==> src/hw/rtl/biquad_iir_cascade_macros.svh <==
// ----------------------------------------------------------------------------
// Biquad cascade assertion macros
// Shared assertion forms for the biquad cascade. Each one expects signals
// named clk and rst_n in the scope where it is used.
// ----------------------------------------------------------------------------
`ifndef BIQUAD_IIR_CASCADE_MACROS_SVH
`define BIQUAD_IIR_CASCADE_MACROS_SVH

// The consequent must hold in the same cycle as the antecedent.
`define BQC_ASSERT_IMPLIES(name, ante, cons) \
    name: assert property (@(posedge clk) disable iff (!rst_n) (ante) |-> (cons)) \
        else $error("biquad_iir_cascade: assertion failed");

// The consequent must hold in the cycle after the antecedent.
`define BQC_ASSERT_NEXT(name, ante, cons) \
    name: assert property (@(posedge clk) disable iff (!rst_n) (ante) |=> (cons)) \
        else $error("biquad_iir_cascade: assertion failed");

`endif

==> src/hw/rtl/bqc_pkg.sv <==
// ----------------------------------------------------------------------------
// Biquad cascade package
// Widths, register map, reset coefficients and shared types of the
// direct-form-I biquad cascade.
// ----------------------------------------------------------------------------
package bqc_pkg;

    // Signal and coefficient formats.
    localparam int SIG_W            = 40;
    localparam int SAMPLE_W         = 24;
    localparam int COEF_W           = 32;
    localparam int SIGNAL_FRAC_BITS = 8;

    // Serial multiplier digit size and step count.
    localparam int DIGIT_W     = 4;
    localparam int DIGIT_COUNT = COEF_W / DIGIT_W;
    localparam int CNT_W       = $clog2(DIGIT_COUNT);

    // Five products per section: b0, b1, b2, a1, a2.
    localparam int TAP_COUNT = 5;

    // Section index width; the cascade has at most two sections.
    localparam int SEC_IDX_W = 1;

    // Defaults for the top-level parameters.
    localparam int DEF_SECTION_COUNT   = 2;
    localparam int DEF_COEF_FRAC_BITS  = 30;

    // Configuration port.
    localparam int CFG_W     = 64;
    localparam int REG_IDX_W = 3;
    localparam int PADDR_W   = 6;

    typedef enum logic [REG_IDX_W-1:0] {
        REG_B0_PAIR = 3'd0,
        REG_B1_PAIR = 3'd1,
        REG_B2_PAIR = 3'd2,
        REG_A1_PAIR = 3'd3,
        REG_A2_PAIR = 3'd4
    } reg_idx_t;

    // Reset values: the 30 Hz high-pass set.
    localparam logic [CFG_W-1:0] B0_PAIR_RESET = 64'd4611686019266374619;
    localparam logic [CFG_W-1:0] B1_PAIR_RESET = 64'd9223372039471769674;
    localparam logic [CFG_W-1:0] B2_PAIR_RESET = 64'd4611686019266374619;
    localparam logic [CFG_W-1:0] A1_PAIR_RESET = 64'd9992945945896180454;
    localparam logic [CFG_W-1:0] A2_PAIR_RESET = 64'd3994552274480031637;

    // Saturation bounds of the signal format.
    localparam logic signed [SIG_W-1:0] SIG_MAX = {1'b0, {(SIG_W-1){1'b1}}};
    localparam logic signed [SIG_W-1:0] SIG_MIN = {1'b1, {(SIG_W-1){1'b0}}};

    // One coefficient per section; index 1 is the high word.
    typedef logic [1:0][COEF_W-1:0] coef_pair_t;

    typedef struct packed {
        coef_pair_t b0;
        coef_pair_t b1;
        coef_pair_t b2;
        coef_pair_t a1;
        coef_pair_t a2;
    } coef_set_t;

    // Control of the serial multipliers.
    typedef struct packed {
        logic load;
        logic step;
        logic last;
    } mac_ctrl_t;

endpackage

==> src/hw/rtl/bqc_cfg_regs.sv <==
// ----------------------------------------------------------------------------
// Biquad cascade coefficient registers
// APB-style register file holding the five coefficient pair registers.
// ----------------------------------------------------------------------------
module bqc_cfg_regs (
    input  logic                          clk,
    input  logic                          rst_n,
    input  logic                          psel,
    input  logic                          penable,
    input  logic                          pwrite,
    input  logic [bqc_pkg::PADDR_W-1:0]   paddr,
    input  logic [bqc_pkg::CFG_W-1:0]     pwdata,
    output logic [bqc_pkg::CFG_W-1:0]     prdata,
    output logic                          pready,
    output bqc_pkg::coef_set_t            coef
);
    import bqc_pkg::*;

    logic [CFG_W-1:0] b0_reg;
    logic [CFG_W-1:0] b1_reg;
    logic [CFG_W-1:0] b2_reg;
    logic [CFG_W-1:0] a1_reg;
    logic [CFG_W-1:0] a2_reg;
    reg_idx_t         reg_idx;
    logic             wr_en;

    // Registers sit on 8-byte boundaries.
    assign reg_idx = reg_idx_t'(paddr[PADDR_W-1:3]);
    assign wr_en   = psel & penable & pwrite;
    assign pready  = 1'b1;

    // Register writes; addresses beyond the map are ignored.
    always_ff @(posedge clk or negedge rst_n)
    begin
        if (!rst_n)
        begin
            b0_reg <= B0_PAIR_RESET;
            b1_reg <= B1_PAIR_RESET;
            b2_reg <= B2_PAIR_RESET;
            a1_reg <= A1_PAIR_RESET;
            a2_reg <= A2_PAIR_RESET;
        end
        else if (wr_en)
        begin
            unique case (reg_idx)
                REG_B0_PAIR: b0_reg <= pwdata;
                REG_B1_PAIR: b1_reg <= pwdata;
                REG_B2_PAIR: b2_reg <= pwdata;
                REG_A1_PAIR: a1_reg <= pwdata;
                REG_A2_PAIR: a2_reg <= pwdata;
                default: ;
            endcase
        end
    end

    // Read back.
    always_comb
    begin
        unique case (reg_idx)
            REG_B0_PAIR: prdata = b0_reg;
            REG_B1_PAIR: prdata = b1_reg;
            REG_B2_PAIR: prdata = b2_reg;
            REG_A1_PAIR: prdata = a1_reg;
            REG_A2_PAIR: prdata = a2_reg;
            default:     prdata = '0;
        endcase
    end

    assign coef.b0 = b0_reg;
    assign coef.b1 = b1_reg;
    assign coef.b2 = b2_reg;
    assign coef.a1 = a1_reg;
    assign coef.a2 = a2_reg;

endmodule

==> config.mk <==
export PLATFORM = sky130hd
export DESIGN_NAME = bqc_cfg_regs
export DESIGN_NICKNAME = d
export VERILOG_FILES = /design/src/hw/rtl/biquad_iir_cascade_macros.svh /design/src/hw/rtl/bqc_pkg.sv /design/src/hw/rtl/bqc_cfg_regs.sv
export SDC_FILE = /design/constraint.sdc
export NUM_CORES = 1
export LEC_CHECK = 0
export BUFFER_PORTS_ARGS = -buffer_cell sky130_fd_sc_hd__buf_2
export CAP_MARGIN = 0
export CORE_MARGIN = 5
export CORE_UTILIZATION = 52
export CTS_CLUSTER_SIZE = 30
export DETAILED_ROUTE_END_ITERATION = 10
export HOLD_SLACK_MARGIN = 0.03
export PLACE_DENSITY = 0.88
export SYNTH_ARGS = -nofsm -noshare
export SYNTH_HDL_FRONTEND = slang
export SYNTH_SLANG_ARGS = --single-unit
==> constraint.sdc <==
create_clock -name clk -period 2.7 [get_ports clk]
set_clock_uncertainty 0.2 [all_clocks]
set_input_delay 0.54 -clock clk [delete_from_list [all_inputs] [get_ports clk]]
set_output_delay 0.54 -clock clk [all_outputs]
set_load 0.03 [all_outputs]
==> summary.md, run 1 <==
| Metric | Value |
|---|---|
| CTS tree | `yes` |
| DP HPWL | `31900 um` |
| Clock power share | `29.2%` |
| Crit Path Class | `in -> out` |
| RSZ-0062 raised after global routing | `false` |
| Drt drc | `0` |
| Vias in the first global route | `12000` |
| FMAX | `375 MHz` |
| PwrDens | `919 nW/um^2` |
| WP data required | `1.96 ns` |
| Routability cong. | `0.840` |
| Ys flop type | `dfrtp_1` |
| Row cnt | `61` |
| Clock Latency Late Sink | `0.49 ns` |
| Worst-path clk slew | `0.06 ns` |
| Net Count, Synth | `1069` |
| Maximum root-to-sink buffer count | `3` |
| Drt first-iter violations | `793` |
| Worst slew pin tran | `0.518 ns` |
| Post-synthesis cell area | `14700 um^2` |
| Worst min path class | `in -> reg` |
| Internal cell power | `11.0 mW` |
| Global Route Usage Sum | `28.9%` |
| Critical path capture point type | `primary output` |
| Critical path fanouts, max | `32` |
| CTS Sinks | `320` |
| DR WL/cell | `25.5 um` |
| Final setup margin | `0.0306 ns` |
| Synth cell types | `28` |
| Layout cells sized above 1 | `67.5%` |
| Flops & latches, synth | `320` |
| Final core occ | `67.8%` |
| Die area | `31700 um^2` |
| Clk root buf | `clkbuf_16` |
| Critical Path Source Type | `input port` |
| R2r setup slk | `1.64 ns` |
| Vias per inst | `6.13` |
| # IOs | `460` |
| Largest net degree at the start of global routing | `61` |
| Part of the power in registers | `39.3%` |
| Register area share after synthesis | `55.4%` |
| EDFF count, synth | `0` |
| Crit path to | `prdata[22]` |
| Antenna-violating nets left | `0` |
| Critical Path Source | `paddr[5]` |
| Switching Fraction | `36.6%` |
| Area contributors post-synth | `dfrtp_1, dfstp_2, mux2_2` |
| FF-to-FF Start | `b2_reg[19]$_DFFE_PN0P_` |
| Via Count | `11400` |
| # setup viols final | `0` |
| Largest area contributor in the netlist | `dfrtp_1` |
| CTS H-tree depth | `2` |
| Worst hold margin | `0.113 ns` |
| Filler cell count | `1861` |
| Top cells by count, synth | `mux2_2, dfrtp_1, dfstp_2, mux2_1` |
| Final WL | `47300 um` |
| Status | `complete, no violations` |
| Asr flop ratio synth | `100%` |
| P_leak | `9.22 nW` |
| Crit path DAT | `1.93 ns` |
| First-pass GRT wire length | `71200 um` |
| Synthesized instance count | `994` |
| Num CTS Buffers | `35` |
| Period utilisation layout | `98.9%` |
| Final Hold Vio Count | `0` |
| Area share of the largest cell type after synthesis | `35.6%` |
| Chip width | `178 um` |
| Pre-antenna DRT Iters | `5` |
| Dpl cell area | `17600 um^2` |
| Peak VDD IR | `727 uV` |
| Rel. slew slack | `65.5%` |
| Dpl ws | `-0.0144 ns` |
| Gr ovfl total | `0` |
| Comb pwr share | `31.5%` |
| Floorplan core area | `27900 um^2` |
| Die Span Y | `178 um` |
| Total Nets Final | `1520` |
| Switching power | `6.36 mW` |
| Mean Syn Cell Area | `14.8 um^2` |
| Reg2Reg Depth | `1` |
| Antenna violations before repair | `6` |
| Max Slew Vio Count | `0` |
| Port bufs | `455` |
| Most common cell in the netlist | `mux2_2` |
| Final instance area | `18900 um^2` |
| Yosys warning count | `0` |
| Max-cap violations | `0` |
| Final min period | `2.67 ns` |
| Initial core utilization | `52.8%` |
| P&R area growth vs syn | `28.5%` |
| Crit Reg-Reg Endpoint | `b2_reg[19]$_DFFE_PN0P_` |
-- how the worst min path moves through the flow --
| stage | startpoint | endpoint | slack (ns) | cells after the start |
|---|---|---|---|---|
| after floorplan | rst_n | a1_reg[0]$_DFFE_PN0P_ | 0.04 | 0 |
| after detailed placement | rst_n | b2_reg[49]$_DFFE_PN0P_ | 0.31 | 1 |
| after global routing | pwdata[30] | a2_reg[30]$_DFFE_PN0P_ | 0.10 | 2 |
| after global placement | a2_reg[41]$_DFFE_PN0P_ | a2_reg[41]$_DFFE_PN0P_ | 0.29 | 1 |
| final | pwdata[38] | a2_reg[38]$_DFFE_PN0P_ | 0.11 | 2 |
| after CTS | pwdata[47] | a2_reg[47]$_DFFE_PN1P_ | 0.09 | 2 |
-- critical path, cell delays in order --
cell     delay, ns
buf_2         0.17
and2b_2       0.29
buf_12        0.21
a22oi_1       0.14
o21ai_1       0.28
buf_2         0.26
-- power groups by stage --
| stage | clock network, mW | logic, mW | registers (mW) |
|---|---|---|---|
| after floorplan | 0 | 1.72 | 8.59 |
| after global placement | 0 | 5.33 | 6.79 |
| after detailed placement | 0 | 5.46 | 6.85 |
| after CTS | 5.15 | 5.49 | 6.80 |
| after global routing | 5.36 | 5.73 | 6.93 |
| final | 5.07 | 5.47 | 6.83 |
-- placed cells by master, fill, tap and decap left out, types with 7 or more instances in the layout --
cell type and instances:
buf_4 14, clkbuf_8 9, o21ai_1 60, clkbuf_1 7, mux2_1 65, mux2_4 60, buf_2 453, dfstp_2 111
buf_12 27, clkbuf_16 37, mux2_2 259, a32oi_1 64, a22oi_1 63, dfrtp_1 209
-- final cells by class --
| cell class | count | area, um^2 | share of cell area, % |
|---|---|---|---|
| repair buffers | 497 | 2950 | 15.6 |
| diodes | 6 | 15.0 | 0.0794 |
| clock buffers | 53 | 1080 | 5.69 |
| clock inverters | 10 | 173 | 0.914 |
| inverters | 1 | 3.75 | 0.0199 |
| well taps | 378 | 473 | 2.50 |
| flip-flops and latches | 320 | 8150 | 43.1 |
| multi-input cells | 590 | 6060 | 32.1 |
-- kinds of logic (layout without fill, tap and decap cells) --
group,after synthesis,in the layout,synth area share [%]
flops,320,320,55.4
simple gates,13,13,0.791
mux,384,384,30.9
compound gates,192,192,9.26
other cells,1,7,0.0255
buf+inv,84,561,3.61
-- what timing repair did --
item,in CTS,in global routing
endpoints found under the hold margin,28,0
resized for setup,1,0
hold buffers,1,0
setup endpoints to repair,1,0
setup buffers,0,0
-- routing by layer --
metal	vias to the layer above	share of wire [%]	global-route usage, %
met3	157	11	7.91
met4	0	4.0	13.1
met1	5783	36	34.3
met5	-	0	0
li1	4678	-	-
met2	757	49	49.0
-- through the flow --
stage / total power [mW] / instances / setup TNS, ns
2_1_floorplan: 10.3 / 994 / 0
3_3_place_gp: 12.1 / 1785 / 0
3_5_place_dp: 12.3 / 1785 / -0.0144
4_1_cts: 17.4 / 1849 / 0
5_1_grt: 18.0 / 1855 / 0
6_report: 17.4 / 1855 / 0
No activity file was read; power rests on OpenSTA's default activity.
==> inputs of run 2 (changes only) <==
GPL_TIMING_DRIVEN = 0   (was unset)
RECOVER_POWER = 50   (was unset)
==> run 2 against run 1 <==
Compared with the run above: the run now ends with negative setup slack left; combinational power fell by 4.9%; register-to-register slack lost 0.03 ns; utilization decreased by 1.8 points; sequential power about the same; non-clock buffer count is 46 higher; setup slack worse by 0.069 ns; global-route usage rose by 1.4 points; total power decreased by 3.3%; routed wire length up 5.3%; cell count up 2.4%; critical path depth increased by 1.
==> summary.md, run 2 (synthesis gave the netlist of run 1 again) <==
| Metric | Value |
|---|---|
| Status | `finished, violations left` |
| Failing checks | `negative setup slack` |
| Routability cong. | `0.904 (+7.5%)` |
| First-pass GRT wire length | `74100 um (+4.0%)` |
| WP data required | `1.96 ns (about the same)` |
| Vias per inst | `6.08 (-0.81%)` |
| Maximum root-to-sink buffer count | `3 (unchanged)` |
| CTS tree | `yes` |
| Clk root buf | `clkbuf_16` |
| Via Count | `11600 (+1.5%)` |
| Commonest non-fill, non-tap cell in the layout | `clkbuf_1` |
| Largest net degree at the start of global routing | `119 (+95%)` |
| Critical path fanouts, max | `10 (-69%)` |
| Critical Path Source Type | `input port` |
| Worst slew pin tran | `1.36 ns (+0.846 ns)` |
| DR WL/cell | `26.2 um (+2.8%)` |
| Antenna-violating nets left | `0 (unchanged)` |
| Layout cells sized above 1 | `48.1% (-19 points)` |
| Period utilisation layout | `101% (+2.5 points)` |
| Gr ovfl total | `0 (unchanged)` |
| Chip width | `178 um (unchanged)` |
| Num CTS Buffers | `35 (unchanged)` |
| Worst-path clk slew | `0.06 ns (about the same)` |
| Total Nets Final | `1567 (+3.1%)` |
| Max Slew Vio Count | `0 (unchanged)` |
| Initial core utilization | `52.8% (unchanged)` |
| Post-route insts no fill | `1899 (+2.4%)` |
| Global Route Usage Sum | `30.2% (+1.4 points)` |
| Peak VDD IR | `602 uV (-17%)` |
| Clock Latency Late Sink | `0.49 ns (about the same)` |
| Crit path DAT | `2.00 ns (+0.07 ns)` |
| Final setup margin | `-0.0381 ns (-0.0687 ns)` |
| Overall Power | `16.8 mW (-3.3%)` |
| PwrDens | `913 nW/um^2 (-0.72%)` |
| Hold Startpoint | `pwdata[40]` |
| Final WL | `49800 um (+5.3%)` |
| Final Hold Vio Count | `0 (unchanged)` |
| Die Span Y | `178 um (unchanged)` |
| Hold endpoint | `b0_reg[40]$_DFFE_PN0P_` |
| WHS Path Cells | `2 (unchanged)` |
| Filler cell count | `2102 (+13%)` |
| DP HPWL | `34600 um (+8.5%)` |
| Rel. slew slack | `9.07% (-56 points)` |
| Final min period | `2.74 ns (+0.0687 ns)` |
| P_leak | `8.25 nW (-11%)` |
| Drt drc | `0 (unchanged)` |
| Vias in the first global route | `12100 (+0.48%)` |
| Max-cap violations | `0 (unchanged)` |
| P&R area growth vs syn | `25.2%` |
| Crit Reg-Reg Endpoint | `b0_reg[20]$_DFFE_PN0P_` |
| CTS Sinks | `320 (unchanged)` |
| CTS H-tree depth | `2 (unchanged)` |
| R2r setup slk | `1.61 ns (-0.03 ns)` |
| Commonest cells after routing, fill and taps aside | `clkbuf_1, mux2_2, buf_2, dfrtp_1, mux2_1` |
| Row cnt | `61 (unchanged)` |
| Crit Path Class | `in -> out` |
| Reg2Reg Depth | `1 (unchanged)` |
| # setup viols final | `1 (+1)` |
| # IOs | `460 (unchanged)` |
| Die area | `31700 um^2 (unchanged)` |
| RSZ-0062 raised after global routing | `true` |
| Drt first-iter violations | `794 (+0.13%)` |
| Post-Place Cells | `1827 (+2.4%)` |
| Antenna violations before repair | `2 (-4)` |
| Worst min path class | `in -> reg` |
| Floorplan core area | `27900 um^2 (unchanged)` |
| Critical path capture point type | `primary output` |
| Pre-antenna DRT Iters | `5 (unchanged)` |
| Port bufs | `453 (-0.44%)` |
| FF-to-FF Start | `b0_reg[20]$_DFFE_PN0P_` |
| FMAX | `365 MHz (-2.5%)` |
run 2: how the worst max path moves through the flow:
stage | endpoint | cells past startpoint | start | slack [ns]
after floorplan | prdata[55] | 6 | paddr[4] | 0.04
after global placement | a1_reg[24]$_DFFE_PN0P_ | 1 | rst_n | -4.80
after detailed placement | prdata[14] | 7 | paddr[4] | -0.75
after CTS | prdata[56] | 6 | paddr[3] | 0.006
after global routing | prdata[45] | 7 | paddr[3] | -0.09
final | prdata[45] | 7 | paddr[3] | -0.04
run 2: worst max-delay path, stage by stage:
cell and delay [ns]:
buf_4 0.15, buf_12 0.17, buf_6 0.17, mux2_2 0.36
a32oi_1 0.23, o21ai_1 0.15, buf_4 0.21
run 2: metrics by stage:
| step | setup TNS [ns] | hold WS [ns] | setup WS [ns] | area, um^2 | util [%] |
|---|---|---|---|---|---|
| finish | -0.0381 | 0.114 | -0.0381 | 18400 | 66.1 |
| global route | -0.125 | 0.105 | -0.0946 | 18400 | 66.1 |
| CTS | 0 | 0.0963 | 0.00647 | 18800 | 67.6 |
| detailed placement | -40.71 | 0.296 | -0.750 | 17500 | 62.9 |
| global placement | -1349.31 | 0.289 | -4.80 | 17400 | 62.6 |
| floorplan | 0 | 0.0444 | 0.0392 | 14700 | - |
run 2: repair_timing:
item,in CTS,in global routing
gates resized for setup,66,38
endpoints found under the hold margin,75,0
hold buffers,1,0
pin swaps,1,0
endpoints found under the setup margin,64,30
gates cloned,0,1
setup buffers,3,3
run 2: report_power, final:
part / switching, mW / internal [mW] / total (mW)
clock: 1.88 / 2.88 / 4.75
sequential: 0.856 / 5.99 / 6.84
combinational: 3.65 / 1.56 / 5.20
run 2: cell type report:
type / count / area, um^2 / share of cell area, %
clock inverter: 8 / 96.3 / 0.523
clock buffer: 55 / 1050 / 5.72
timing repair buffer: 462 / 2100 / 11.4
buffer: 81 / 682 / 3.70
antenna: 3 / 7.51 / 0.0408
multi-input combinational: 591 / 5850 / 31.8
inverter: 1 / 3.75 / 0.0204
tap: 378 / 473 / 2.57
sequential: 320 / 8150 / 44.2
run 2: routing by layer:
layer | GRT usage (%) | vias up | wire length, um
met4 | 12.2 | 2 | 2040
met3 | 8.75 | 140 | 4700
met1 | 36.9 | 5941 | 18500
li1 | - | 4773 | -
met5 | 0 | - | 13
met2 | 50.7 | 694 | 24500
