### src/hw/rtl/biquad_iir_cascade_macros.svh
// ----------------------------------------------------------------------------
// Biquad cascade assertion macros
// Shared assertion forms for the biquad cascade. Each one expects signals
// named clk and rst_n in the scope where it is used.
// ----------------------------------------------------------------------------
`ifndef BIQUAD_IIR_CASCADE_MACROS_SVH
`define BIQUAD_IIR_CASCADE_MACROS_SVH

// The consequent must hold in the same cycle as the antecedent.
`define BQC_ASSERT_IMPLIES(name, ante, cons) \
    name: assert property (@(posedge clk) disable iff (!rst_n) (ante) |-> (cons)) \
        else $error("biquad_iir_cascade: assertion failed");

// The consequent must hold in the cycle after the antecedent.
`define BQC_ASSERT_NEXT(name, ante, cons) \
    name: assert property (@(posedge clk) disable iff (!rst_n) (ante) |=> (cons)) \
        else $error("biquad_iir_cascade: assertion failed");

`endif

### src/hw/rtl/bqc_pkg.sv
// ----------------------------------------------------------------------------
// Biquad cascade package
// Widths, register map, reset coefficients and shared types of the
// direct-form-I biquad cascade.
// ----------------------------------------------------------------------------
package bqc_pkg;

    // Signal and coefficient formats.
    localparam int SIG_W            = 40;
    localparam int SAMPLE_W         = 24;
    localparam int COEF_W           = 32;
    localparam int SIGNAL_FRAC_BITS = 8;

    // Serial multiplier digit size and step count.
    localparam int DIGIT_W     = 4;
    localparam int DIGIT_COUNT = COEF_W / DIGIT_W;
    localparam int CNT_W       = $clog2(DIGIT_COUNT);

    // Five products per section: b0, b1, b2, a1, a2.
    localparam int TAP_COUNT = 5;

    // Section index width; the cascade has at most two sections.
    localparam int SEC_IDX_W = 1;

    // Defaults for the top-level parameters.
    localparam int DEF_SECTION_COUNT   = 2;
    localparam int DEF_COEF_FRAC_BITS  = 30;

    // Configuration port.
    localparam int CFG_W     = 64;
    localparam int REG_IDX_W = 3;
    localparam int PADDR_W   = 6;

    typedef enum logic [REG_IDX_W-1:0] {
        REG_B0_PAIR = 3'd0,
        REG_B1_PAIR = 3'd1,
        REG_B2_PAIR = 3'd2,
        REG_A1_PAIR = 3'd3,
        REG_A2_PAIR = 3'd4
    } reg_idx_t;

    // Reset values: the 30 Hz high-pass set.
    localparam logic [CFG_W-1:0] B0_PAIR_RESET = 64'd4611686019266374619;
    localparam logic [CFG_W-1:0] B1_PAIR_RESET = 64'd9223372039471769674;
    localparam logic [CFG_W-1:0] B2_PAIR_RESET = 64'd4611686019266374619;
    localparam logic [CFG_W-1:0] A1_PAIR_RESET = 64'd9992945945896180454;
    localparam logic [CFG_W-1:0] A2_PAIR_RESET = 64'd3994552274480031637;

    // Saturation bounds of the signal format.
    localparam logic signed [SIG_W-1:0] SIG_MAX = {1'b0, {(SIG_W-1){1'b1}}};
    localparam logic signed [SIG_W-1:0] SIG_MIN = {1'b1, {(SIG_W-1){1'b0}}};

    // One coefficient per section; index 1 is the high word.
    typedef logic [1:0][COEF_W-1:0] coef_pair_t;

    typedef struct packed {
        coef_pair_t b0;
        coef_pair_t b1;
        coef_pair_t b2;
        coef_pair_t a1;
        coef_pair_t a2;
    } coef_set_t;

    // Control of the serial multipliers.
    typedef struct packed {
        logic load;
        logic step;
        logic last;
    } mac_ctrl_t;

endpackage

### src/hw/rtl/bqc_serial_mac.sv
// ----------------------------------------------------------------------------
// Biquad cascade digit-serial multiplier
// Serial-parallel multiplier: the signal operand is held in parallel and the
// coefficient shifts in one 4-bit digit per cycle, least significant first.
// The product is rounded to the signal format, ties toward plus infinity.
// ----------------------------------------------------------------------------
module bqc_serial_mac #(
    parameter int FRAC_BITS = bqc_pkg::DEF_COEF_FRAC_BITS
) (
    input  logic                                   clk,
    input  bqc_pkg::mac_ctrl_t                     ctrl,
    input  logic signed [bqc_pkg::SIG_W-1:0]       operand,
    input  logic [bqc_pkg::COEF_W-1:0]             coef,
    output logic signed [bqc_pkg::SIG_W+bqc_pkg::COEF_W+2-FRAC_BITS-1:0] product
);
    import bqc_pkg::*;

    localparam int ACC_W = SIG_W + 2;
    localparam int T_W   = SIG_W + DIGIT_W + 2;
    localparam int PW    = ACC_W + COEF_W;
    localparam int RW    = PW - FRAC_BITS;

    logic signed [SIG_W-1:0]   opnd_reg;
    logic [COEF_W-1:0]         coef_sr_reg;
    logic signed [ACC_W-1:0]   acc_reg;
    logic [COEF_W-1:0]         low_reg;
    logic signed [DIGIT_W:0]   digit;
    logic signed [T_W-1:0]     term;
    logic signed [T_W-1:0]     sum_next;
    logic [PW-1:0]             p_full;

    // The top digit of the coefficient carries its sign.
    always_comb
    begin
        if (ctrl.last)
            digit = signed'({coef_sr_reg[DIGIT_W-1], coef_sr_reg[DIGIT_W-1:0]});
        else
            digit = signed'({1'b0, coef_sr_reg[DIGIT_W-1:0]});
        term     = T_W'(opnd_reg) * T_W'(digit);
        sum_next = T_W'(acc_reg) + term;
    end

    // Each step adds one partial product and shifts one finished digit out.
    always_ff @(posedge clk)
    begin
        if (ctrl.load)
        begin
            opnd_reg    <= operand;
            coef_sr_reg <= coef;
            acc_reg     <= '0;
        end
        else if (ctrl.step)
        begin
            acc_reg     <= sum_next[T_W-1:DIGIT_W];
            low_reg     <= {sum_next[DIGIT_W-1:0], low_reg[COEF_W-1:DIGIT_W]};
            coef_sr_reg <= coef_sr_reg >> DIGIT_W;
        end
    end

    // Round to nearest: drop the fraction and add its top bit.
    assign p_full  = {acc_reg, low_reg};
    assign product = signed'(p_full[PW-1:FRAC_BITS] + RW'(p_full[FRAC_BITS-1]));

endmodule

### config.mk
export PLATFORM = sky130hd
export DESIGN_NAME = bqc_serial_mac
export DESIGN_NICKNAME = d
export VERILOG_FILES = /design/src/hw/rtl/biquad_iir_cascade_macros.svh /design/src/hw/rtl/bqc_pkg.sv /design/src/hw/rtl/bqc_serial_mac.sv
export SDC_FILE = /design/constraint.sdc
export NUM_CORES = 1
export LEC_CHECK = 0
export BUFFER_PORTS_ARGS = -buffer_cell sky130_fd_sc_hd__clkbuf_2
export CORE_ASPECT_RATIO = 0.75
export CORE_MARGIN = 8
export CORE_UTILIZATION = 45
export CTS_CLUSTER_SIZE = 12
export DETAILED_ROUTE_END_ITERATION = 6
export GPL_TIMING_DRIVEN = 0
export PLACE_DENSITY = 0.74
export SETUP_SLACK_MARGIN = 0.3
export SYNTH_ARGS = -nofsm -noshare
export SYNTH_HDL_FRONTEND = slang
export SYNTH_SLANG_ARGS = --single-unit
### constraint.sdc
create_clock -name clk -period 5.4 [get_ports clk]
set_input_delay 0.81 -clock clk [delete_from_list [all_inputs] [get_ports clk]]
set_output_delay 0.81 -clock clk [all_outputs]
set_load 0.02 [all_outputs]
==> out/qor.txt, run 1 <==
Seq/Total Area, Yosys = 0.238
Netlist cell types = 55
Vias = 10,100
dominant synthesized flop cell = edfxtp_1
Root Buffer = clkbuf_16
Critical Path End Type = flop
Cells after Synth = 1,357
register bit total from synthesis = 117
drt first pass iters = 6
drt via density = 5.24
worst reg2reg path depth = 18
area grow syn2layout = 20.1%
Startpoint Class = flop
Setup Skew = 0.0141 ns
Peak Freq = 0.184 GHz
CTS tree = yes
DP Worst Slack = -1.23 ns
r2r endpoint = acc_reg[39]$_SDFFE_PP0P_
vias in the first global route = 10,500
initial drt markers = 732
met2 wire length = 16,000 µm
Slew Viols, Final = 0
die area = 0.0346 mm²
synthesized area per cell = 9.58 µm²
worst hold margin = 0.527 ns
IO Pins = 120
Highest Signal Layer = met4
Starting Density = 0.452
final setup margin = -0.0237 ns
Largest register FFs = 42
CP arrival = 5.82 ns
final worst path period need = 5.42 ns
final period utilization = 1.00
pin count of the biggest net entering global routing = 43
Tot GR Track Use = 0.217
failing checks = setup timing
CTS clk-pin slew, worst paths = 0.06 ns
hold path start = operand[1]
die width = 212 µm
Peak VDD IR = 0.000344 V
post-route ant nets = 0
Met1 Wirelength = 15,900 µm
Crit Path Max Fanout = 4
asr flop ratio synth = 0
Slew HR = 0.117
post-synthesis net count = 1,690
share of layout cells above drive strength 1 = 0.211
max_cap viols = 0
diode count = 0
cts hold-fix bufs = 0
post-DP HPWL = 27,600 µm
RSZ-0062 raised after global routing = yes
final WL = 36,500 µm
clk sink count = 117
Synth top area share = 0.254
Setup TNS = -0.0237 ns
Critical Path RT = 5.80 ns
initial antenna violation count = 2
endpoints failing hold = 0
leakage power total = 0.00728 µW
end of the worst hold path = opnd_reg[1]$_DFFE_PP_
Core Area = 0.0288 mm²
Clock Latency Late Sink = 0.46 ns
Worst-Margin Slew = 1.32 ns
number of setup violations in the final report = 1
kind of critical path = reg -> reg
EDFF count, synth = 75
Port Buf Inserts = 119
worst min path class = in -> reg
Site Rows = 54
CTS Buffer Depth = 2
die height = 163 µm
mean routed wirelength per cell = 18.9 µm
Warnings, synthesis = 0
outcome = complete, but fails checks
area leader, netlist = fa_1
commonest cells after routing, fill and taps aside = 227 x inv_1, 163 x fa_1, 154 x and2_1, 131 x clkbuf_2, 92 x nor2_1
synthesized cell area = 0.0130 mm²
R2R Setup Slk = -0.02 ns
Hold Path Depth = 1
reg2reg start = coef_sr_reg[3]$_DFFE_PP_
Nets = 1,863
total power density per cell area = 700 mW/mm²
met3 wire length = 3700 µm
first-pass GRT wire length = 57,600 µm
Placer Congestion = 0.893
DRC Markers = 0
gr ovfl total = 0
commonest non-fill, non-tap cell in the layout = inv_1
synth top area cells = fa_1 25%, edfxtp_1 17%, ha_1 8.9%
H-tree depth = 4
CTS Buf Count = 17
## worst max path at each step
| stage | start | to | slack, ns | cells after the start |
|---|---|---|---|---|
| after floorplan | ctrl[0] | acc_reg[39]$_SDFFE_PP0P_ | -0.05 | 17 |
| after global placement | ctrl[0] | acc_reg[40]$_SDFFE_PP0P_ | -1.20 | 20 |
| after detailed placement | ctrl[0] | acc_reg[40]$_SDFFE_PP0P_ | -1.23 | 20 |
| after CTS | coef_sr_reg[3]$_DFFE_PP_ | acc_reg[39]$_SDFFE_PP0P_ | -0.09 | 18 |
| after global routing | coef_sr_reg[3]$_DFFE_PP_ | acc_reg[39]$_SDFFE_PP0P_ | -0.14 | 18 |
| final | coef_sr_reg[3]$_DFFE_PP_ | acc_reg[39]$_SDFFE_PP0P_ | -0.02 | 18 |
## synthesized netlist by cell type, types with 11 or more instances
library cell and count:
and2_1 154, inv_1 228, nand4_1 20, nor2_1 92, and3_1 17, a21oi_1 50, xnor2_1 56, a21o_1 23
nand2_1 81, nand3_1 19, nor3_1 11, o21ai_0 33, mux2i_1 15, clkbuf_1 46, dfxtp_1 42, fa_1 165
mux2_2 28, edfxtp_1 75, ha_1 92, xor2_1 27
## per-layer routing
| layer | global-route usage | vias up |
|---|---|---|
| met2 | 0.326 | 372 |
| met1 | 0.284 | 4978 |
| met4 | 0.0758 | 0 |
| met5 | 0 | - |
| li1 | - | 4720 |
| met3 | 0.0819 | 61 |
## logic make-up after synthesis
group | after synthesis | synth area share
AO/OA/AOI/OAI | 163 | 0.0810
XOR/XNOR | 83 | 0.0559
adder cells (fa/ha/maj) | 257 | 0.343
buffers and inverters | 275 | 0.0794
flip-flops | 117 | 0.238
multiplexers | 43 | 0.0358
AND/OR/NAND/NOR | 419 | 0.167
## per-stage QoR
step	utilization	power (µW)	instances	cell area [µm²]
6_report	0.542	10900	1935	15600
5_1_grt	0.542	11900	1935	15600
4_1_cts	0.533	10300	1922	15300
3_5_place_dp	0.491	8330	1868	14100
3_3_place_gp	0.491	8190	1868	14100
2_1_floorplan	-	6740	1357	13000
## power by group
group	leakage, µW	switching, µW	internal, µW
clock	0.000274	481	679
combinational	0.00591	4800	3570
sequential	0.00110	250	1140
total	0.00728	5530	5390
## critical path, stage by stage (launching register included)
cell and delay, ns:
edfxtp_1 0.38, buf_12 0.14, nand2_8 0.05, clkbuf_16 0.16
or2_4 0.23, fa_1 0.51, fa_1 0.43, fa_1 0.52
fa_2 0.47, fa_2 0.36, and2b_2 0.27, o2111ai_4 0.16
a2111oi_4 0.40, o21ai_2 0.15, a21boi_4 0.19, o211ai_2 0.14
a211o_1 0.33, or4_1 0.40, nand3_1 0.07
## cell type report
| class | instances | area (µm²) |
|---|---|---|
| Buffer | 47 | 338 |
| Clock buffer | 17 | 425 |
| Clock inverter | 15 | 156 |
| Fill cell | 2561 | 13200 |
| Inverter | 228 | 856 |
| Multi-Input combinational cell | 965 | 9350 |
| Sequential cell | 117 | 3090 |
| Tap cell | 392 | 490 |
| Timing Repair Buffer | 154 | 897 |
## repair_timing
action	4_1_cts	5_1_grt
gates resized for setup	105	64
gates cloned	0	1
pin swaps	39	23
buffers inserted	22	12
setup endpoints to repair	37	29
(Power assumes the default switching activity.)
==> inputs of run 2 (changes only) <==
Settings changed: ABC_AREA from default to 1, PLACE_DENSITY 0.74 to 0.73.
==> out/qor.txt, run 2 <==
Clk pwr share = 0.129 (+0.023)
Slew HR = 0.209 (+0.0924)
Clock Latency Late Sink = 0.44 ns (-0.02 ns)
Setup Skew = 0.0119 ns (-0.00226 ns)
final worst path period need = 4.94 ns (-0.485 ns)
synthesized cell area = 0.0145 mm² (+11%)
gr ovfl total = 0 (unchanged)
cts hold-fix bufs = 0 (unchanged)
dominant synthesized flop cell = edfxtp_1
commonest non-fill, non-tap cell in the layout = nand2_1
area grow syn2layout = 12.9%
initial antenna violation count = 0 (-2)
H-tree depth = 4 (unchanged)
share of layout cells above drive strength 1 = 0.0980 (-0.113)
vias in the first global route = 12,900 (+23%)
Startpoint Class = flop
register area = 0.00309 mm² (unchanged)
clk sink count = 117 (unchanged)
CTS Buf Count = 17 (unchanged)
worst reg2reg path depth = 24 (+6)
Resized cells post-CTS = 21 (-80%)
first-pass GRT wire length = 73,700 µm (+28%)
Peak VDD IR = 0.000292 V (-15%)
Netlist cell types = 33 (-40%)
Starting Density = 0.452 (about the same)
Largest register FFs = 42 (unchanged)
internal power = 4070 µW (-25%)
Critical Path RT = 5.78 ns (-0.02 ns)
Worst-Margin Slew = 1.19 ns (-0.137 ns)
Placer Congestion = 1.02 (+15%)
die width = 223 µm (+5.1%)
Site Rows = 57 (+5.6%)
EDFF count, synth = 75 (unchanged)
IO Pins = 120 (unchanged)
Vias = 13,000 (+29%)
total power density per cell area = 576 mW/mm² (-18%)
cell depth of the worst setup path = 24 (+6)
Port Buf Inserts = 119 (unchanged)
crit path cell chain = buf_6, nand2_2, buf_6, nor2_1, fa_1, fa_1, inv_1, fa_1, inv_1, ha_1, ha_1, nand2_1, inv_1, nand2_1, nand2_1, inv_1, nand3_2, nand2_1, nand2_1, nand2_1, nand2_1, nand2_1, nand3_1, nand2_1
diode count = 0 (unchanged)
leakage power total = 0.00951 µW (+31%)
Root Buffer = clkbuf_16
worst hold margin = 0.473 ns (-0.0532 ns)
final WL = 47,900 µm (+31%)
most frequent cell after synthesis = nand2_1
Nets = 2,513 (+35%)
commonest cells after routing, fill and taps aside = 657 x nand2_1, 559 x inv_1, 165 x fa_1, 137 x nor2_1, 131 x clkbuf_2
CP dominant cell by count = nand2_1
Flop pwr share = 0.147 (+0.019)
endpoints failing hold = 0 (unchanged)
outcome = finished, final reports clean
area leader, netlist = fa_1
die height = 171 µm (+4.9%)
CP bufs+invs = 6 (+4)
Warnings, synthesis = 0 (unchanged)
CTS clk-pin slew, worst paths = 0.06 ns (about the same)
filler instances = 3,094 (+21%)
Cells after Synth = 2,041 (+50%)
Tot GR Track Use = 0.253 (+0.0366)
CP arrival = 5.32 ns (-0.50 ns)
CTS Buffer Depth = 2 (unchanged)
initial drt markers = 1,592 (+120%)
postcts setup bufs = 0 (-100%)
pin count of the biggest net entering global routing = 42 (-2.3%)
multi-input gate area in the final layout = 0.00920 mm² (-1.7%)
Crit Path Max Fanout = 10 (+6)
drt via density = 5.01 (-4.4%)
Seq/Total Area, Yosys = 0.214 (-0.0240)
CP max stage cell = fa_1
post-route total power = 9410 µW (-14%)
post-DP HPWL = 39,400 µm (+43%)
CTS tree = yes
Synth top area share = 0.228 (-0.0256)
synthesized area per cell = 7.09 µm² (-26%)
register bit total from synthesis = 117 (unchanged)
Slew Viols, Final = 0 (unchanged)
synth cell count leaders = 659 x nand2_1, 559 x inv_1, 165 x fa_1
die area = 0.0382 mm² (+10%)
final period utilization = 0.915 (-0.0897)
asr flop ratio synth = 0 (unchanged)
kind of critical path = reg -> reg
NetSw = 5340 µW (-3.5%)
combinational power share = 0.724 (-0.042)
DRC Markers = 0 (unchanged)
Placed Cells = 2,574 (+38%)
switching share of power = 0.568 (+0.0611)
number of setup violations in the final report = 0 (-1)
Core Area = 0.0320 mm² (+11%)
drt first pass iters = 7 (+1)
synth top area cells = fa_1 23%, nand2_1 17%, edfxtp_1 16%
post-synthesis net count = 2,374 (+40%)
RSZ-0062 raised after global routing = no
slowest stage delay, CP = 0.56 ns (+0.04 ns)
post-route ant nets = 0 (unchanged)
mean routed wirelength per cell = 18.4 µm (-2.5%)
Peak Freq = 0.202 GHz (+9.8%)
max_cap viols = 0 (unchanged)
Critical Path End Type = flop
Hold Path Depth = 2 (+1)
worst min path class = reg -> reg
Finished Layout Cells = 2,606 (+35%)
Crit path max-delay family = adder cells
## run 2: changes by cell type after synthesis, sizes merged, moves of 28 or more
| cell | before | now |
|---|---|---|
| inv | 228 | 561 |
| nand2 | 81 | 663 |
| mux2 | 28 | 0 |
| nand3 | 19 | 64 |
| nor2 | 92 | 153 |
| xnor2 | 56 | 10 |
| and2 | 154 | 0 |
## run 2: layout make-up
cell class | instances | share of cell area
repair buffers | 120 | 0.0377
clock buffers | 18 | 0.0263
flip-flops and latches | 117 | 0.189
well taps | 413 | 0.0316
inverters | 561 | 0.129
plain buffers | 35 | 0.0131
clock inverters | 14 | 0.0101
multi-input cells | 1328 | 0.563
## run 2: routing by layer
layer	routed length (µm)	track usage
met3	4040	0.0506
met5	0	0
met4	1360	0.0834
met1	21200	0.347
met2	21300	0.400
## run 2: power groups by stage
| stage | Clock [µW] | Sequential (µW) | Combinational (µW) |
|---|---|---|---|
| after floorplan | 0 | 1290 | 4670 |
| after global placement | 0 | 1390 | 6420 |
| after detailed placement | 0 | 1390 | 6530 |
| after CTS | 1210 | 1380 | 6620 |
| after global routing | 1240 | 1400 | 7730 |
| final | 1210 | 1390 | 6810 |
## run 2: logic make-up (layout without fill, tap and decap cells)
group	Yosys count	in the layout	share of synthesized area
AOI/OAI and AO/OA	102	102	0.0373
xor gates and xnor gates	47	47	0.0290
adders and majority gates	257	257	0.308
buffers and inverters	596	748	0.155
DFF	117	117	0.214
and+or+nand+nor	922	922	0.257
## run 2: final timing paths
path / from / end / slack, ns
max: coef_sr_reg[3]$_DFFE_PP_ / acc_reg[32]$_SDFFE_PP0P_ / 0.46
min: acc_reg[40]$_SDFFE_PP0P_ / acc_reg[40]$_SDFFE_PP0P_ / 0.47
max reg2reg: coef_sr_reg[3]$_DFFE_PP_ / acc_reg[32]$_SDFFE_PP0P_ / 0.46
min reg2reg: acc_reg[40]$_SDFFE_PP0P_ / acc_reg[40]$_SDFFE_PP0P_ / 0.47
## run 2: through the flow
stage / worst slack [ns] / util / instance area (µm²) / setup TNS [ns]
after floorplan: 0.813 / - / 14500 / 0
final: 0.461 / 0.510 / 16300 / 0
after detailed placement: -0.662 / 0.487 / 15600 / -15.71
after global placement: -0.594 / 0.486 / 15600 / -14.46
after CTS: 0.248 / 0.507 / 16200 / 0
after global routing: 0.294 / 0.510 / 16300 / 0
## run 2: worst min-delay path, stage by stage (launching register included)
cell and delay [ns]:
dfxtp_1 0.32, nand2_1 0.06, nand2_1 0.05
==> inputs of run 3 (changes only) <==
Clock period 5.4 ns to 4 ns, I/O delays scaled along.
==> out/qor.txt, run 3 (synthesized netlist as in run 2, its figures left out) <==
outcome = complete, but fails checks
failing checks = setup timing
initial antenna violation count = 0 (unchanged)
CTS Buf Count = 17 (unchanged)
IO Pins = 120 (unchanged)
mean routed wirelength per cell = 19.1 µm (+3.9%)
Clock Latency Late Sink = 0.44 ns (about the same)
Starting Density = 0.452 (unchanged)
die area = 0.0382 mm² (unchanged)
CTS clk-pin slew, worst paths = 0.07 ns (about the same)
Slew Viols, Final = 0 (unchanged)
Critical Path RT = 4.31 ns (-1.47 ns)
max_cap viols = 0 (unchanged)
post-route ant nets = 0 (unchanged)
Core Area = 0.0320 mm² (unchanged)
Peak Freq = 0.223 GHz (+10%)
final setup margin = -0.477 ns (-0.938 ns)
number of setup violations in the final report = 40 (+40)
die height = 171 µm (unchanged)
Finished Layout Cells = 2,679 (+2.8%)
cts hold-fix bufs = 0 (unchanged)
Site Rows = 57 (unchanged)
Setup Skew = 0.0130 ns (+0.00116 ns)
CTS Buffer Depth = 2 (unchanged)
vias in the first global route = 13,400 (+3.6%)
gr ovfl total = 0 (unchanged)
drt first pass iters = 5 (-2)
CTS tree = yes
Setup TNS = -14.41 ns (-14.41 ns)
diode count = 0 (unchanged)
Placed Cells = 2,574 (unchanged)
final period utilization = 1.12 (+0.205)
Root Buffer = clkbuf_16
first-pass GRT wire length = 76,300 µm (+3.7%)
area grow syn2layout = 35.4%
clk sink count = 117 (unchanged)
endpoints failing hold = 0 (unchanged)
Critical Path End Type = flop
Crit Path Max Fanout = 6 (-4)
CP arrival = 4.79 ns (-0.53 ns)
DRC Markers = 0 (unchanged)
die width = 223 µm (unchanged)
DP Worst Slack = -1.03 ns (-0.368 ns)
Slew HR = 0.260 (+0.0506)
initial drt markers = 1,423 (-11%)
Placer Congestion = 1.03 (+0.22%)
RSZ-0062 raised after global routing = yes
final core occ = 0.612 (+0.102)
share of layout cells above drive strength 1 = 0.306 (+0.208)
commonest cells after routing, fill and taps aside = 517 x nand2_1, 514 x inv_1, 151 x fa_1, 120 x clkbuf_2, 99 x nand2_2
Port Buf Inserts = 119 (unchanged)
drt via density = 5.17 (+3.2%)
worst min path class = in -> reg
Largest register FFs = 42 (unchanged)
pin count of the biggest net entering global routing = 42 (unchanged)
Startpoint Class = flop
Nets = 2,586 (+2.9%)
commonest non-fill, non-tap cell in the layout = nand2_1
Vias = 13,800 (+6.1%)
H-tree depth = 4 (unchanged)
Worst-Margin Slew = 1.11 ns (-0.0759 ns)
kind of critical path = reg -> reg
Tot GR Track Use = 0.262 (+0.00852)
final worst path period need = 4.48 ns (-0.462 ns)
post-DP HPWL = 40,400 µm (+2.5%)
final WL = 51,200 µm (+6.8%)
[run 3: cell types whose count changed in the layout (fill, tap and decap cells not counted), sizes merged]
| cell | delta |
|---|---|
| buf | +75 |
| inv | +4 |
| clkbuf | -3 |
| bufinv | -2 |
| clkinv | -2 |
| clkinvlp | +1 |
[run 3: area by class of cell]
| class | count | area (µm²) |
|---|---|---|
| Multi-Input combinational cell | 1328 | 11600 |
| Timing Repair Buffer | 194 | 1310 |
| Tap cell | 413 | 517 |
| Fill cell | 2632 | 12400 |
| Clock inverter | 15 | 150 |
| Inverter | 561 | 2120 |
| Sequential cell | 117 | 3090 |
| Clock buffer | 17 | 425 |
| Buffer | 34 | 385 |
[run 3: metal layers]
| metal | vias up | routed length (µm) | GRT usage | part of all wire |
|---|---|---|---|---|
| met5 | - | 0 | 0 | 0 |
| met2 | 664 | 22000 | 0.383 | 0.43 |
| met3 | 127 | 5010 | 0.0506 | 0.098 |
| li1 | 6404 | - | - | - |
| met1 | 6647 | 22300 | 0.383 | 0.44 |
| met4 | 0 | 1890 | 0.0894 | 0.037 |
[run 3: path summary, 6_finish.rpt]
check | start | endpoint | slack, ns | depth (start not counted)
worst max-delay path | coef_sr_reg[3]$_DFFE_PP_ | acc_reg[29]$_SDFFE_PP0P_ | -0.48 | 20
worst min register to register | acc_reg[40]$_SDFFE_PP0P_ | acc_reg[40]$_SDFFE_PP0P_ | 0.50 | 2
worst min-delay path | operand[34] | opnd_reg[34]$_DFFE_PP_ | 0.34 | 1
worst max register to register | coef_sr_reg[3]$_DFFE_PP_ | acc_reg[29]$_SDFFE_PP0P_ | -0.48 | 20
[run 3: what timing repair did]
| action | CTS | global route |
|---|---|---|
| buffers inserted | 31 | 40 |
| resized for setup | 178 | 250 |
| cloned | 1 | 2 |
| pin swaps | 60 | 103 |
| endpoints found under the setup margin | 42 | 42 |
[run 3: per-stage QoR]
| step | hold slack, ns | instance area [µm²] |
|---|---|---|
| floorplan | 0.445 | 15900 |
| global placement | 0.476 | 17000 |
| detailed placement | 0.491 | 17000 |
| CTS | 0.323 | 18500 |
| global route | 0.320 | 19600 |
| finish | 0.339 | 19600 |
[run 3: worst max-delay path: stages (launching register included)]
cell	delay [ns]
edfxtp_1	0.37
buf_8	0.18
clkbuf_16	0.19
nand2_4	0.05
fa_2	0.62
fa_2	0.48
fa_1	0.55
fa_2	0.48
fa_2	0.39
inv_2	0.09
nand3_4	0.08
nand2_4	0.11
nand2_4	0.07
nand2_4	0.09
nand2_2	0.07
nand3_4	0.13
nand2_2	0.08
nand2_1	0.08
nand2_1	0.07
nand3_2	0.11
nand2_1	0.07
Power of run 3 is left out: the tool's default activity adds up to more than one toggle a clock period on the data nets, which glitch-free logic cannot reach.
